===== config.mk =====
export PLATFORM = sky130hd
export DESIGN_NAME = rmt_ctrl
export DESIGN_NICKNAME = d
export VERILOG_FILES = /design/src/hdl/randomized_multiset_table_assert.svh /design/src/hdl/rmt_pkg.sv /design/src/hdl/rmt_ctrl.sv
export SDC_FILE = /design/constraint.sdc
export NUM_CORES = 1
export LEC_CHECK = 0
export BUFFER_PORTS_ARGS = -buffer_cell sky130_fd_sc_hd__buf_4
export CORE_AREA = 2 2 39 41
export DETAILED_ROUTE_END_ITERATION = 12
export DIE_AREA = 0 0 41 43
export PLACE_DENSITY_LB_ADDON = 0.1
export SETUP_SLACK_MARGIN = 0.2
export SLEW_MARGIN = 20
export SYNTH_ARGS = -nofsm -noshare
export SYNTH_HDL_FRONTEND = slang
export SYNTH_SLANG_ARGS = --single-unit

===== constraint.sdc =====
create_clock -name clk -period 1.15 [get_ports clk]
set_input_delay 0.1725 -clock clk [delete_from_list [all_inputs] [get_ports clk]]
set_output_delay 0.1725 -clock clk [all_outputs]
set_load 0.02 [all_outputs]

===== src/hdl/randomized_multiset_table_assert.svh =====
// ----------------------------------------------------------------------------
// randomized_multiset_table_assert.svh
// Assertion macros for the multiset table; empty bodies under synthesis.
// ----------------------------------------------------------------------------
`ifndef RANDOMIZED_MULTISET_TABLE_ASSERT_SVH
`define RANDOMIZED_MULTISET_TABLE_ASSERT_SVH

`ifndef SYNTHESIS

// same-cycle implication
`define RMT_ASSERT_IMP(label, clock, reset, lhs, rhs) \
  label: assert property (@(posedge clock) disable iff (reset) (lhs) |-> (rhs)) \
    else $error("rmt assertion failed");

// next-cycle implication
`define RMT_ASSERT_NXT(label, clock, reset, lhs, rhs) \
  label: assert property (@(posedge clock) disable iff (reset) (lhs) |=> (rhs)) \
    else $error("rmt assertion failed");

`else

`define RMT_ASSERT_IMP(label, clock, reset, lhs, rhs)
`define RMT_ASSERT_NXT(label, clock, reset, lhs, rhs)

`endif

`endif


===== src/hdl/rmt_pkg.sv =====
// ----------------------------------------------------------------------------
// rmt_pkg
// Types, codes and sizes shared by the multiset table modules.
// ----------------------------------------------------------------------------
package rmt_pkg;

  localparam int CAPACITY      = 1024;
  localparam int ADDR_W        = $clog2(CAPACITY);
  localparam int CNT_W         = $clog2(CAPACITY + 1);
  localparam int COUNT_FIELD_W = 11;
  localparam int WORD_W        = 32;
  localparam int DIV_STEPS     = WORD_W;
  localparam int DIV_CNT_W     = $clog2(DIV_STEPS);

  localparam logic [1:0] CMD_INSERT = 2'd0;
  localparam logic [1:0] CMD_REMOVE = 2'd1;
  localparam logic [1:0] CMD_SAMPLE = 2'd2;

  localparam logic [1:0] ST_OK    = 2'd0;
  localparam logic [1:0] ST_FULL  = 2'd1;
  localparam logic [1:0] ST_EMPTY = 2'd2;

  typedef struct packed {
    logic [1:0]               command;
    logic signed [WORD_W-1:0] value;
    logic [WORD_W-1:0]        random_word;
  } rmt_req_t;

  typedef struct packed {
    logic                      result_flag;
    logic signed [WORD_W-1:0]  sampled_value;
    logic [1:0]                status;
    logic [COUNT_FIELD_W-1:0]  stored_count;
  } rmt_rsp_t;

  // controller -> datapath
  typedef struct packed {
    logic load;
    logic scan_init;
    logic scan_run;
    logic ins_wr;
    logic rd_last;
    logic rm_wr;
    logic div_init;
    logic div_step;
    logic smp_rd;
    logic finish;
  } rmt_cmd_t;

  // datapath -> controller
  typedef struct packed {
    logic [1:0] op;
    logic       full;
    logic       empty;
    logic       scan_hit;
    logic       scan_done;
    logic       div_last;
    logic       out_busy;
  } rmt_stat_t;

endpackage


===== src/hdl/rmt_ctrl.sv =====
// ----------------------------------------------------------------------------
// rmt_ctrl
// Sequencer for insert, remove and sample operations.
// ----------------------------------------------------------------------------
module rmt_ctrl
  import rmt_pkg::*;
(
  input  logic      clk,
  input  logic      rst,
  input  logic      req_valid,
  output logic      req_ready,
  input  rmt_stat_t stat,
  output rmt_cmd_t  cmd
);

  typedef enum logic [3:0] {
    S_IDLE,
    S_DISPATCH,
    S_SCAN,
    S_INS_WR,
    S_RD_LAST,
    S_RM_WR,
    S_DIV,
    S_SMP_RD,
    S_FINISH
  } state_t;

  state_t state;
  state_t state_next;

  assign req_ready = (state == S_IDLE) && !stat.out_busy;

  always_comb begin
    cmd        = '0;
    state_next = state;
    unique case (state)
      S_IDLE: begin
        if (req_valid && req_ready) begin
          cmd.load   = 1'b1;
          state_next = S_DISPATCH;
        end
      end
      S_DISPATCH: begin
        unique case (stat.op)
          CMD_INSERT: begin
            if (stat.full) begin
              state_next = S_FINISH;
            end else begin
              cmd.scan_init = 1'b1;
              state_next    = S_SCAN;
            end
          end
          CMD_REMOVE: begin
            cmd.scan_init = 1'b1;
            state_next    = S_SCAN;
          end
          CMD_SAMPLE: begin
            if (stat.empty) begin
              state_next = S_FINISH;
            end else begin
              cmd.div_init = 1'b1;
              state_next   = S_DIV;
            end
          end
          default: state_next = S_FINISH;
        endcase
      end
      S_SCAN: begin
        cmd.scan_run = 1'b1;
        if (stat.scan_hit || stat.scan_done) begin
          if (stat.op == CMD_INSERT) begin
            state_next = S_INS_WR;
          end else if (stat.scan_hit) begin
            state_next = S_RD_LAST;
          end else begin
            state_next = S_FINISH;
          end
        end
      end
      S_INS_WR: begin
        cmd.ins_wr = 1'b1;
        state_next = S_FINISH;
      end
      S_RD_LAST: begin
        cmd.rd_last = 1'b1;
        state_next  = S_RM_WR;
      end
      S_RM_WR: begin
        cmd.rm_wr  = 1'b1;
        state_next = S_FINISH;
      end
      S_DIV: begin
        cmd.div_step = 1'b1;
        if (stat.div_last) begin
          state_next = S_SMP_RD;
        end
      end
      S_SMP_RD: begin
        cmd.smp_rd = 1'b1;
        state_next = S_FINISH;
      end
      S_FINISH: begin
        cmd.finish = 1'b1;
        state_next = S_IDLE;
      end
      default: state_next = S_IDLE;
    endcase
  end

  always_ff @(posedge clk) begin
    if (rst) begin
      state <= S_IDLE;
    end else begin
      state <= state_next;
    end
  end

endmodule


# After elaboration in Yosys (flattened, before gate mapping)

Index checks and enable logic that the tools add are counted.

Equal/unequal tests: 13
Muxes and demuxes: 24
Reduce and logical (&&, ||, !) cells: 8

Operators by type and width:

| kind                 | number |
|---|---|
| $mux W4              | 7 |
| $pmux W4 S6          | 1 |
| $eq A4 B3 Y1 const B | 4 |
| $mux W1              | 14 |
| $pmux W4 S3          | 1 |
| $eq A4 B2 Y1 const B | 2 |
| $eq A4 B1 Y1 const B | 1 |
| $eq A4 B4 Y1 const B | 1 |
| $logic_not A4 Y1     | 1 |
| $ne A2 B2 Y1 const B | 2 |
| $reduce_and A3 Y1    | 1 |
| $reduce_or A3 Y1     | 1 |
| $eq A2 B1 Y1 const B | 1 |
| $eq A2 B2 Y1 const B | 1 |
| $logic_and A1 B1 Y1  | 2 |
| $logic_not A2 Y1     | 1 |
| $ne A2 B1 Y1 const B | 1 |
| $pmux W1 S2          | 1 |
| $logic_not A1 Y1     | 1 |
| $logic_or A1 B1 Y1   | 1 |

Register bits after elaboration: 4
Input port bits: 11
Output and inout port bits: 11

# Longest topological paths before layout

Depth in word-level cells: 5
Mapped depth: 4
Depth with buffers taken out: 3

# Worst setup path before layout

Ideal clock, no wire load.

Path type: register -> output
Start point: register state[3]
End point: output port cmd[8] (netlist name)
Arrival: 1.351 ns
Required time: 0.978 ns
Setup slack: -0.374 ns
Cell stages (with the launch flop): 3
Cell sequence: dfxtp_1 -> or4b_4 -> nor3_1

RTL lines:

| what                     | RTL line        | RTL |
|---|---|---|
| start: declaration       | rmt_ctrl.sv:28  | `state_t state;` |
| start signal: assignment | rmt_ctrl.sv:114 | `state <= state_next;` |
| end: declaration         | rmt_ctrl.sv:13  | `output rmt_cmd_t cmd` |

==> key figures <==
Pwr
  – Sequential share of power: 0.227
  – Peak VDD IR: 0.558 mV
  – Net switching share of the total power: 0.332
  – Proportion of power drawn by the clock network: 0.236
  – Total Power: 712 uW
  – Combinational share of power: 0.537
  – Pwr dens: 717 nW/um^2
  – Cell internal power dissipation: 475 uW
  – Switching Power: 237 uW
  – Standby leakage power: 0.000403 uW

Hold path
  – Hold Path Cell Cnt: 2
  – Min-delay worst type: input port to flop

Route
  – Avg Vias per Cell: 4.90
  – Per-cell routed wire length: 12.8 um
  – Count of unresolved DRC violations after routing: 0
  – Number of detailed-route iterations in the first pass: 2
  – Starting DRC count in detailed routing: 2
  – Count of vias placed by the detailed router: 524
  – Wire length reported by the detailed router: 1370 um
  – Antenna-violating nets left: 0

Clock network
  – Hold-fix buffers, CTS: 0
  – Max Buffers Root-to-Sink: 2
  – CTS tree: built
  – Num CTS Buffers: 3
  – Number of sinks handled by clock tree synthesis: 4
  – CTS clk-pin slew, worst paths: 0.04 ns
  – CTS Root Buffer Type: clkbuf_4
  – Worst-skew pair later-pin latency: 0.23 ns
  – Maximum level of the CTS H-tree: 1

Worst setup path
  – Worst Setup Start Kind: flop
  – Cell with the largest stage delay on the worst path: or4b_4
  – Required time of the critical path: 0.98 ns
  – Worst path cell trace: or4b_4, nor3_4, buf_6
  – Crit-path max cell delay: 0.58 ns
  – Endpoint type of the worst setup path: primary output
  – Depth of the worst register-to-register path: 6
  – Category of the critical setup timing path: flop to primary output
  – Arrival @ worst endpoint: 1.41 ns
  – Critical path peak fanout: 3

Synthesis
  – Main combinational cell family by area after synthesis: simple AND/OR/NAND/NOR gates
  – Simple-gate area share of the yosys netlist: 0.453
  – Most used standard cell by instance count after synthesis: nor2_1
  – Number of enable flip-flop cells after synthesis: 0
  – Async set-reset flop share out of synthesis: 0
  – Most frequently used flop master after synthesis: dfxtp_1
  – Multiplexer share of the synthesized area: 0
  – Library cell occupying the most area in the post-synthesis netlist: dfxtp_1
  – Synthesized area: 375 sq um
  – Xor-xnor portion of the synthesized cell area: 0
  – Sequential element share of the synthesized area: 0.213
  – Post-synthesis compound-gate area fraction: 0.267
  – Commonest cells in the synthesized netlist: nor2_1, nor2b_1, nor3_1, dfxtp_1
  – Leading post-synthesis cells by cell area: dfxtp_1, nor2b_1, nor3_1, nor2_1, a311oi_2
  – Number of instances in the synthesized netlist: 48
  – Number of nets produced by synthesis: 59
  – Avg Inst Size Synth: 7.82 sq um
  – Portion of synthesized cell area occupied by the leading cell type: 0.213
  – Synthesized-area fraction occupied by adder cells: 0
  – Yosys Warn Count: 0
  – Flop and latch count out of synthesis: 4
  – Distinct cell type count after synthesis: 28

Timing
  – Max-slew violation count: 0
  – Crit share post-route: 1.37
  – Worst-margin pin slew: 0.364 ns
  – Max frequency: 634 MHz
  – Setup slack after layout: -0.429 ns
  – Worst Clk Skew: 0.00126 ns
  – Final critical path time including I/O delays and setup: 1.58 ns
  – Max_slew headroom: 0.757
  – Worst hold margin: 0.163 ns
  – Hold Violations, Final: 0
  – Final setup violation count: 15
  – RSZ-0062 raised after global routing: true

Die
  – Number of placed I/O pins: 22
  – Full die area: 1760 sq um
  – Core area: 1380 sq um
  – Initial core utilization: 0.271
  – Width of the die: 41 um
  – DIE HEIGHT: 43 um
  – # rows: 14

Run status
  – Result of the run: finished, violations left
  – Violated checks: negative setup slack

Cells and area
  – Fraction of final layout cells sized beyond drive strength 1: 0.835
  – Total Nets Final: 104
  – Flip-flop count of the largest register after layout: 4
  – Largest Register: state
  – Registers with the most flip-flops: state: 4 flops
  – Count of inserted antenna diode cells: 0
  – Fillers: 103
  – Area grow syn2layout: 165%

Flow run
  – Number of max-cap violations: 0

GRT
  – Initial antenna violation count: 0
  – Maximum number of pins on one net before global-route repair: 8
  – Overflow left after global routing: 0
  – Vias in the first global route: 500
  – Total Routing Usage GR: 0.188
  – Global-route wire length before repair: 2190 um

Place
  – Detailed placer's ending HPWL: 953 um
  – RD Place Congestion: 0.782
  – Port bufs: 21
[what timing repair did]
item / in CTS / in global routing
setup endpoints to repair: 15 / 15
pin swaps: 9 / 7
gates resized for setup: 26 / 8
setup buffers: 3 / 6
[final cells by class]
type | count | area, sq um | area share
Tap cell | 16 | 20.0 | 0.0202
Inverter | 1 | 3.75 | 0.00378
Sequential cell | 4 | 87.6 | 0.0882
Timing Repair Buffer | 43 | 399 | 0.402
Multi-Input combinational cell | 40 | 460 | 0.463
Clock buffer | 3 | 22.5 | 0.0227
[power by group through the flow]
stage | Sequential (uW) | Combinational (uW) | Clock, uW
2_1_floorplan | 161 | 170 | 0
3_3_place_gp | 161 | 280 | 0
3_5_place_dp | 162 | 282 | 0
4_1_cts | 163 | 347 | 180
5_1_grt | 164 | 407 | 194
6_report | 162 | 382 | 168
[final timing paths]
check,from,to,slack (ns)
setup / recovery,state[3]$_SDFFE_PP0P_,cmd[8],-0.43
hold / removal,rst,state[1]$_SDFFE_PP0P_,0.16
setup reg to reg,state[3]$_SDFFE_PP0P_,state[0]$_SDFFE_PP0P_,-0.21
hold reg to reg,state[0]$_SDFFE_PP0P_,state[0]$_SDFFE_PP0P_,0.60
[cells by family (layout without fill, tap and decap cells)]
kind of cell,after synthesis,after routing
AND/OR/NAND/NOR,28,28
buffers and inverters,4,47
flip-flops,4,4
AO/OA/AOI/OAI,12,12
[through the flow]
stage / setup TNS, ns / instances / utilization / cell area [sq um] / worst slack, ns
2_1_floorplan: -0.746 / 48 / - / 490 / -0.147
3_3_place_gp: -1.20 / 95 / 0.532 / 736 / -0.182
3_5_place_dp: -1.24 / 95 / 0.532 / 736 / -0.195
4_1_cts: -3.97 / 101 / 0.654 / 905 / -0.432
5_1_grt: -4.97 / 107 / 0.718 / 993 / -0.470
6_report: -4.15 / 107 / 0.718 / 993 / -0.429
[critical path, delay by kind of cell (launching register included)]
family	cells	cell delay, ns
and+or+nand+nor	2	0.71
DFF	1	0.32
buffers and inverters	1	0.13
[layer usage]
layer,track usage,wire length [um]
met1,0.221,554
met2,0.303,752
met5,0,0
met3,0.0314,43
met4,0.100,14
[cell usage in the layout (no fill, tap or decap), types with 2 or more instances in the layout]
cell,count
nor2_1,2
buf_6,17
nor2b_1,3
nor2_4,5
nand2b_4,2
o21ai_0,2
dfxtp_2,3
buf_4,25
clkbuf_4,3
nor2b_4,2
or4b_4,2
nor3_2,3
nor3_4,2
Power figures use the tool's default switching activity.
